`config.mk`:
```
export PLATFORM = sky130hd
export DESIGN_NAME = serial_engine_command_parser
export DESIGN_NICKNAME = d
export VERILOG_FILES = /design/src/secp_pkg.sv /design/src/secp_decode.sv /design/src/serial_engine_command_parser.sv
export SDC_FILE = /design/constraint.sdc
export NUM_CORES = 1
export LEC_CHECK = 0
export BUFFER_PORTS_ARGS = -buffer_cell sky130_fd_sc_hd__buf_2
export CAP_MARGIN = 20
export CORE_MARGIN = 2
export CORE_UTILIZATION = 52
export CTS_CLUSTER_DIAMETER = 150
export CTS_CLUSTER_SIZE = 40
export DETAILED_ROUTE_END_ITERATION = 8
export PLACE_DENSITY = 0.76
export SLEW_MARGIN = 30
export SYNTH_ARGS = -nofsm -noshare
export SYNTH_HDL_FRONTEND = slang
export SYNTH_SLANG_ARGS = --single-unit
```
`constraint.sdc`:
```
create_clock -name clk -period 2.3 [get_ports clk]
set_input_delay 0.575 -clock clk [delete_from_list [all_inputs] [get_ports clk]]
set_output_delay 0.575 -clock clk [all_outputs]
set_load 0.02 [all_outputs]
```
`src/secp_pkg.sv`:
```
// Shared types and constants for the serial engine command parser.
package secp_pkg;

    localparam logic [7:0] OPC_SET_LOW   = 8'h80;
    localparam logic [7:0] OPC_READ_LOW  = 8'h81;
    localparam logic [7:0] OPC_CLK_DIV   = 8'h86;
    localparam logic [7:0] OPC_DIV5      = 8'h8B;
    localparam logic [7:0] OPC_CLK_BITS  = 8'h8E;
    localparam logic [7:0] OPC_CLK_BYTES = 8'h8F;

    localparam int BIT_SPECIAL  = 7;
    localparam int BIT_DATA_OUT = 4;

    localparam int LEFT_W = 17;

    typedef enum logic [1:0] {
        PH_OPCODE = 2'd0,
        PH_PARAM0 = 2'd1,
        PH_PARAM1 = 2'd2,
        PH_DATA   = 2'd3
    } phase_t;

    typedef enum logic [2:0] {
        ACT_NONE    = 3'd0,
        ACT_REPLY   = 3'd1,
        ACT_SETPINS = 3'd2,
        ACT_BITCLK  = 3'd3,
        ACT_BYTECLK = 3'd4,
        ACT_DATA    = 3'd5,
        ACT_UNKNOWN = 3'd6
    } action_t;

    typedef struct packed {
        phase_t              parse_phase;
        logic [7:0]          held_opcode;
        logic [7:0]          first_param;
        logic [LEFT_W-1:0]   bytes_left;
    } parse_state_t;

    // Packed so that action lands in the lowest bits of the output word.
    typedef struct packed {
        logic       reset_drive;
        logic       reset_level_out;
        logic       cs_drive;
        logic       cs_level_out;
        logic [8:0] clock_count;
        logic [7:0] spi_byte;
        logic [7:0] reply_byte;
        action_t    action;
    } result_t;

endpackage

```
`src/secp_decode.sv`:
```
// Next-state and result logic for one command byte.
module secp_decode (
    input  secp_pkg::parse_state_t cur,
    input  logic [7:0]             cmd_byte,
    input  logic                   cs_sense,
    input  logic                   cdone_sense,
    input  logic                   creset_sense,
    output secp_pkg::parse_state_t nxt,
    output secp_pkg::result_t      res
);
    import secp_pkg::*;

    logic [LEFT_W-1:0] left_dec;

    assign left_dec = cur.bytes_left - LEFT_W'(1);

    always_comb
    begin
        nxt = cur;
        res = '0;
        res.action = ACT_NONE;
        case (cur.parse_phase)
            PH_OPCODE:
            begin
                nxt.held_opcode = cmd_byte;
                if (cmd_byte[BIT_SPECIAL])
                begin
                    case (cmd_byte)
                        OPC_READ_LOW:
                        begin
                            res.action     = ACT_REPLY;
                            res.reply_byte = {creset_sense, cdone_sense, 1'b0, cs_sense, 4'b0};
                        end
                        OPC_DIV5: ;
                        OPC_SET_LOW, OPC_CLK_DIV, OPC_CLK_BITS, OPC_CLK_BYTES:
                            nxt.parse_phase = PH_PARAM0;
                        default:
                            res.action = ACT_UNKNOWN;
                    endcase
                end
                else if (cmd_byte[BIT_DATA_OUT])
                begin
                    nxt.parse_phase = PH_PARAM0;
                end
            end
            PH_PARAM0:
            begin
                nxt.parse_phase = PH_OPCODE;
                if (cur.held_opcode[BIT_SPECIAL])
                begin
                    case (cur.held_opcode)
                        OPC_SET_LOW, OPC_CLK_BYTES:
                        begin
                            nxt.first_param = cmd_byte;
                            nxt.parse_phase = PH_PARAM1;
                        end
                        OPC_CLK_DIV:
                            nxt.parse_phase = PH_PARAM1;
                        OPC_CLK_BITS:
                        begin
                            nxt.first_param   = cmd_byte;
                            res.action        = ACT_BITCLK;
                            res.clock_count   = {1'b0, cmd_byte} + 9'd1;
                        end
                        default: ;
                    endcase
                end
                else if (cur.held_opcode[BIT_DATA_OUT])
                begin
                    nxt.first_param = cmd_byte;
                    nxt.parse_phase = PH_PARAM1;
                end
            end
            PH_PARAM1:
            begin
                nxt.parse_phase = PH_OPCODE;
                if (cur.held_opcode[BIT_SPECIAL])
                begin
                    case (cur.held_opcode)
                        OPC_SET_LOW:
                        begin
                            res.action          = ACT_SETPINS;
                            res.cs_level_out    = cur.first_param[4];
                            res.cs_drive        = cmd_byte[4];
                            res.reset_level_out = cur.first_param[7];
                            res.reset_drive     = cmd_byte[7];
                        end
                        OPC_CLK_BYTES:
                        begin
                            res.action      = ACT_BYTECLK;
                            res.clock_count = {1'b0, cur.first_param} + 9'd1;
                        end
                        default: ;
                    endcase
                end
                else if (cur.held_opcode[BIT_DATA_OUT])
                begin
                    // 17 bits so a length of 0xFFFF yields 65536 bytes
                    nxt.bytes_left  = {1'b0, cmd_byte, cur.first_param} + LEFT_W'(1);
                    nxt.parse_phase = PH_DATA;
                end
            end
            PH_DATA:
            begin
                if (!cur.held_opcode[BIT_DATA_OUT] || cur.bytes_left == '0)
                begin
                    nxt.bytes_left  = '0;
                    nxt.parse_phase = PH_OPCODE;
                end
                else
                begin
                    res.action     = ACT_DATA;
                    res.spi_byte   = cmd_byte;
                    nxt.bytes_left = left_dec;
                    if (left_dec == '0)
                        nxt.parse_phase = PH_OPCODE;
                end
            end
            default:
                nxt.parse_phase = PH_OPCODE;
        endcase
    end

endmodule

```
`src/serial_engine_command_parser.sv`:
```
// Top level: serial engine command parser with registered result transfer.
//
//  channel   dir  bits  contents
//  s_*       in   16    cmd_byte, cs_sense, cdone_sense, creset_sense
//  m_*       out  32    action, reply_byte, spi_byte, clock_count, pin levels/drives
//
// Each accepted byte yields exactly one result in the next cycle; one byte per cycle
// is sustained while m_tready is high, set by the single decode-to-m_tdata register.
// Reset puts the parser in the opcode phase with all counters cleared.
// While m_tvalid is high and m_tready low, s_tready drops and the result holds.
module serial_engine_command_parser (
    input  logic        clk,
    input  logic        rst_n,
    input  logic        s_tvalid,
    output logic        s_tready,
    input  logic [15:0] s_tdata,   // [7:0] cmd_byte, [8] cs_sense, [9] cdone_sense,
                                   // [10] creset_sense, [15:11] zero
    output logic        m_tvalid,
    input  logic        m_tready,
    output logic [31:0] m_tdata    // [2:0] action, [10:3] reply_byte, [18:11] spi_byte,
                                   // [27:19] clock_count, [28] cs_level_out,
                                   // [29] cs_drive, [30] reset_level_out, [31] reset_drive
);
    import secp_pkg::*;

    parse_state_t state_reg;
    parse_state_t state_next;
    result_t      result_reg;
    result_t      result_next;
    logic         valid_reg;
    logic         accept;

    assign s_tready = !valid_reg || m_tready;
    assign accept   = s_tvalid && s_tready;
    assign m_tvalid = valid_reg;
    assign m_tdata  = result_reg;

    secp_decode u_decode (
        .cur          (state_reg),
        .cmd_byte     (s_tdata[7:0]),
        .cs_sense     (s_tdata[8]),
        .cdone_sense  (s_tdata[9]),
        .creset_sense (s_tdata[10]),
        .nxt          (state_next),
        .res          (result_next)
    );

    always_ff @(posedge clk or negedge rst_n)
    begin
        if (!rst_n)
        begin
            state_reg <= '{parse_phase: PH_OPCODE, held_opcode: '0,
                           first_param: '0, bytes_left: '0};
            valid_reg <= 1'b0;
        end
        else
        begin
            if (accept)
                state_reg <= state_next;
            if (accept)
                valid_reg <= 1'b1;
            else if (m_tready)
                valid_reg <= 1'b0;
        end
    end

    // payload register, no reset
    always_ff @(posedge clk)
    begin
        if (accept)
            result_reg <= result_next;
    end

    assert property (@(posedge clk) disable iff (!rst_n)
        state_reg.parse_phase == PH_DATA |-> state_reg.bytes_left != '0)
        else $error("data phase with empty byte count");

    assert property (@(posedge clk) disable iff (!rst_n)
        state_reg.parse_phase == PH_PARAM1 |->
            (state_reg.held_opcode == OPC_SET_LOW || state_reg.held_opcode == OPC_CLK_DIV ||
             state_reg.held_opcode == OPC_CLK_BYTES ||
             (!state_reg.held_opcode[BIT_SPECIAL] && state_reg.held_opcode[BIT_DATA_OUT])))
        else $error("second parameter phase with wrong opcode");

    assert property (@(posedge clk) disable iff (!rst_n)
        m_tvalid && (result_reg.clock_count != '0) |->
            (result_reg.action == ACT_BITCLK || result_reg.action == ACT_BYTECLK))
        else $error("clock count set for non-clock action");

    assert property (@(posedge clk) disable iff (!rst_n)
        accept && state_reg.parse_phase == PH_DATA |=> m_tvalid &&
            (result_reg.action == ACT_DATA || result_reg.action == ACT_NONE))
        else $error("data phase produced wrong action");

endmodule

```
==> out/qor.yml, run 1 <==
layout:
  fin_util_pct: 66.32
  design_area_um2: 4785
  drive_above_1_share_pct: 31.37
  multi_input_area_um2: 2062
  largest_reg_flops: 35
  nFillCells: 594
  syn2layout_area_growth_pct: 23.99
  regArea_um2: 1712
  fin_nets: 502
  num_antenna_cells: 0
sta:
  worst_pin_slew_ns: 0.8261
  finClkSkew_ns: 0.01225
  setup_ws_ns: -0.03638
  finalHoldViolCount: 0
  slew_headroom_pct: 44.93
  post-route-period-util_pct: 101.6
  holdWs_ns: 0.3138
  fin_crit_ns: 2.336
  max_freq_ghz: 0.4280
  rsz0062_at_grt: "true"
  setup_viol: 8
  finalMaxSlewViolations: 0
logic_synthesis:
  synthMuxAreaShare_pct: 3.794
  yosysTopAreaCellShare_pct: 23.35
  ys_seq_elements: 63
  yosysMostFrequentCell: "dfrtp_1"
  async_reset_ff_share_pct: 57.14
  yosys_warnings: 0
  yosys-top-cells-area: "dfrtp_1, edfxtp_1, o21ai_0"
  synth_edf_count: 27
  yosysTopAreaCell: "dfrtp_1"
  synth_flop_cell: "dfrtp_1"
  synth_cells: 388
  synthSimpleGateAreaFrac_pct: 20.20
  synth-xor-area-share_pct: 5.447
  synth_cell_type_count: 63
  ys_seq_area_share_pct: 44.36
  synth-compound-area-share_pct: 17.35
  synth_common_cells: "dfrtp_1, o21ai_0, edfxtp_1"
  synth_fa_ha_area_share_pct: 3.891
  synth_top_family_by_area: "simple AND/OR/NAND/NOR gates"
  synth_area_um2: 3859
  avgSynthCellArea_um2: 9.945
clock_tree:
  cts.sinks: 63
  cts_buffers: 9
  clockRootBuffer: "clkbuf_8"
  clk_latency_ns: 0.36
  cts_tree: "built"
  clkTransAtPathRegs_ns: 0.08
  ctsLongestPathBuffers: 2
  hold_buffers: 0
  htree_levels: 3
die:
  die_area_um2: 8125
  ios: 54
  fp-row-count: 31
  initial_utilization_pct: 53.49
  fp.dieH_um: 90.14
  die-width_um: 90.14
  core_um2: 7214
power_and_ir_drop:
  peakVddDrop_mv: 0.5750
  p_switching_mw: 2.155
  swShare_pct: 39.95
  p_int_mw: 3.238
  power_frac_clock_pct: 20.6
  p_per_area_nw_per_um2: 1127
  total_power_mw: 5.393
  leakage_nw: 2.002
  pwr-share-comb_pct: 45.2
  p_seq_share_pct: 34.3
global_routing:
  grt_pass1_vias: 3080
  grt_overflow_total: 0
  grt_pass1_wl_um: 16060
  grt_util_all_layers_pct: 25.10
  grt_max_degree: 37
  antenna_found_initial: 0
drt:
  vias_per_cell: 5.859
  drc: 0
  dr_total_vias: 3363
  finalWirelength_um: 9909
  ant_nets: 0
  drt-wirelength-per-cell_um: 17.26
  firstDrtPassIters: 4
  drt_iter0_markers: 235
outcome:
  status: "finished with violations"
  violations: "negative setup slack"
worst_setup_path:
  regToRegSetupSlack_ns: -0.04
  r2r_cells: 6
  arrival_ns: 2.45
  start_kind: "flop"
  critPathLaunch: "state_reg[11]"
  crit_fanout: 3
  timing.rr.start: "state_reg[11]"
  endpoint_kind: "flop"
  path_class: "reg2reg"
  r2r-end: "m_tdata[0]"
  worstPathRequired_ns: 2.42
placement:
  gp_congestion: 0.8979
  dpl.hpwl_um: 7261
  place_ws_ns: 0.003058
  io_buffers: 43
  placed_area_um2: 4451
job:
  drv_cap: 0
min_path:
  hp-class: "in2async"
worst max path at each step:
| stage | slack, ns | cells after the start | endpoint |
|---|---|---|---|
| 4_1_cts | 0.01 | 8 | state_reg[34] |
| 3_3_place_gp | 0.03 | 8 | state_reg[12] |
| 6_report | -0.04 | 6 | m_tdata[0] |
| 2_1_floorplan | 0.0004 | 6 | m_tdata[0] |
| 5_1_grt | -0.09 | 6 | m_tdata[0] |
| 3_5_place_dp | 0.003 | 9 | state_reg[34] |
placed cells by master, fill, tap and decap left out, drive strengths merged, types with 4 or more instances in the layout:
cell and count:
buf 91, inv 19, nor4 5, nand2 27, nand2b 5, o32a 4, and3 4, a22o 9
edfxtp 27, nor3 7, clkbuf 9, mux2 13, and2 23, o21ai 31, ha 12, a21oi 8
o32ai 4, xnor2 16, o22ai 13, nand3 10, dfrtp 36, nor2 26, conb 5, nor2b 6
or3 7, a31oi 4, nand4 7, xor2 8
power by group through the flow:
stage	clock network (mW)	registers, mW	logic [mW]
6_report	1.11	1.85	2.44
3_3_place_gp	0	1.84	2.22
3_5_place_dp	0	1.85	2.26
5_1_grt	1.17	1.90	2.67
4_1_cts	1.12	1.83	2.28
2_1_floorplan	0	1.84	1.37
cells by family after synthesis:
kind of cell,Yosys count
AND/OR/NAND/NOR,141
AO/OA/AOI/OAI,94
flip-flops,63
buffers and inverters,40
XOR/XNOR,24
multiplexers,13
adder cells (fa/ha/maj),12
other,1
routing by layer:
layer | vias up | track usage, % | share of wire, %
met5 | - | 0 | 0
li1 | 1583 | - | -
met3 | 25 | 5.868 | 7.4
met2 | 155 | 36.28 | 45
met1 | 1600 | 36.46 | 45
met4 | 0 | 10.13 | 2.6
critical path: stages (launching register included):
cell      delay [ns]
dfrtp_1         0.38
or4_4           0.55
or3_4           0.38
o311ai_4        0.34
buf_6           0.17
a21oi_2         0.05
or2_1           0.23
per-stage QoR:
stage | TNS (ns) | cells
floorplan | 0 | 392
global placement | 0 | 555
detailed placement | 0 | 555
CTS | 0 | 571
global route | -0.8428 | 574
finish | -0.1092 | 574
what timing repair did:
action	CTS	global route
pin swaps	0	17
setup endpoints to repair	1	16
buffers inserted	0	3
resized for setup	1	26
area by class of cell:
class                   count  area share [%]
multi-input cells         289           43.10
clock inverters             7           2.092
flip-flops and latches     63           35.77
well taps                  99           2.589
repair buffers             91           12.53
inverters                  16           1.334
clock buffers               9           2.589
(Power assumes the default switching activity.)
==> inputs of run 2 (changes only) <==
Settings changed: CORE_ASPECT_RATIO from default to 1.4.
==> out/qor.yml, run 2 (synthesis gave the netlist of run 1 again) <==
clock_tree:
  clkTransAtPathRegs_ns: 0.08
  cts_buffers: 9
  clockRootBuffer: "clkbuf_8"
  ctsLongestPathBuffers: 2
  hold_buffers: 0
  htree_levels: 3
  clk_latency_ns: 0.37
  cts_tree: "built"
  cts.sinks: 63
layout:
  largest_reg_flops: 35
  layout_common_cells: "buf_4, buf_2, dfrtp_1"
  nFillCells: 636
  syn2layout_area_growth_pct: 21.63
  num_antenna_cells: 0
  fin_nets: 504
  final_common_cell: "buf_4"
  drive_above_1_share_pct: 29.98
  final_cells: 574
placement:
  dp_cells: 551
  place_ws_ns: -0.03005
  dpl.hpwl_um: 7425
  io_buffers: 43
  gp_congestion: 0.9214
worst_setup_path:
  r2r-end: "state_reg[6]"
  path_class: "reg2reg"
  crit_fanout: 9
  arrival_ns: 2.58
  endpoint_kind: "flop"
  regToRegSetupSlack_ns: -0.03
  worstPathRequired_ns: 2.55
  r2r_cells: 6
  start_kind: "flop"
  timing.rr.start: "state_reg[11]"
drt:
  vias_per_cell: 5.707
  drc: 0
  finalWirelength_um: 9919
  drt-wirelength-per-cell_um: 17.28
  firstDrtPassIters: 4
  ant_nets: 0
  dr_total_vias: 3276
  drt_iter0_markers: 307
sta:
  finalMaxSlewViolations: 0
  finalHoldViolCount: 0
  setup_viol: 4
  worst_pin_slew_ns: 0.5749
  slew_headroom_pct: 61.38
  setup_ws_ns: -0.03133
  post-route-period-util_pct: 101.4
  tns_ns: -0.06990
  fin_crit_ns: 2.331
  rsz0062_at_grt: "true"
  finClkSkew_ns: 0.01206
  max_freq_ghz: 0.4289
power_and_ir_drop:
  p_per_area_nw_per_um2: 1080
  peakVddDrop_mv: 0.6085
  leakage_nw: 1.950
  total_power_mw: 5.068
global_routing:
  grt_pass1_wl_um: 16020
  grt_pass1_vias: 3313
  antenna_found_initial: 0
  grt_overflow_total: 0
  grt_max_degree: 37
  grt_util_all_layers_pct: 25.80
job:
  drv_cap: 0
die:
  fp-row-count: 37
  initial_utilization_pct: 53.09
  ios: 54
  fp.dieH_um: 105.9
  die_area_um2: 8136
  core_um2: 7268
  die-width_um: 76.81
outcome:
  violations: "negative setup slack"
  status: "finished with violations"
min_path:
  hp-class: "in2async"
-- run 2: changes by cell type in the layout (fill, tap and decap cells not counted), sizes merged --
cell | previous run | this run
bufinv | 2 | 0
inv | 19 | 15
clkinvlp | 1 | 3
buf | 91 | 93
clkinv | 1 | 4
clkbuf | 9 | 10
-- run 2: routing by layer --
layer  wire length, um  share of wire (%)  global-route usage, %
met2              4916                 50                  42.98
met1              3825                 39                  27.93
met3               535                5.4                  5.178
met5                 0                  0                      0
met4               642                6.5                  21.82
-- run 2: how the worst max path moves through the flow --
stage                     cells past startpoint       endpoint  slack, ns     startpoint
final                                         6   state_reg[6]      -0.03  state_reg[11]
after global routing                          7  state_reg[34]      -0.10   state_reg[1]
after CTS                                     9  state_reg[34]      -0.02   state_reg[0]
after detailed placement                      9  state_reg[34]      -0.03     s_tdata[0]
after global placement                        6     m_tdata[0]       0.03  state_reg[11]
after floorplan                               6     m_tdata[0]     0.0004  state_reg[11]
-- run 2: area by class of cell --
class / count / area, um2 / area share [%]
Sequential cell: 63 / 1713 / 36.50
Multi-Input combinational cell: 289 / 2028 / 43.22
Timing Repair Buffer: 93 / 600.6 / 12.80
Clock inverter: 6 / 38.79 / 0.8264
Inverter: 16 / 63.81 / 1.360
Tap cell: 97 / 121.4 / 2.586
Clock buffer: 10 / 127.6 / 2.719
-- run 2: power breakdown --
| part | switching (mW) | internal, mW |
|---|---|---|
| Combinational | 1.33 | 1.07 |
| Clock | 0.460 | 0.386 |
| Sequential | 0.307 | 1.51 |
| Total | 2.10 | 2.97 |
-- run 2: through the flow --
step                      hold WS, ns  util, %  cell area [um2]
after floorplan                0.2794        -             3889
after global placement         0.4910    60.82             4420
after detailed placement       0.5014    60.82             4420
after CTS                      0.3426    63.52             4617
after global routing           0.2095    64.57             4693
final                          0.1673    64.57             4693
-- run 2: what timing repair did --
item,4_1_cts,5_1_grt
endpoints found under the hold margin,0,0
pin swaps,1,7
endpoints found under the setup margin,4,21
resized for setup,2,11
buffers inserted,3,4
cloned,0,0
-- run 2: critical path: stages, from the launching register on --
cell	delay (ns)
dfrtp_1	0.39
or4_4	0.56
or3_4	0.38
o311ai_4	0.29
buf_4	0.23
o22ai_1	0.11
a22o_1	0.26
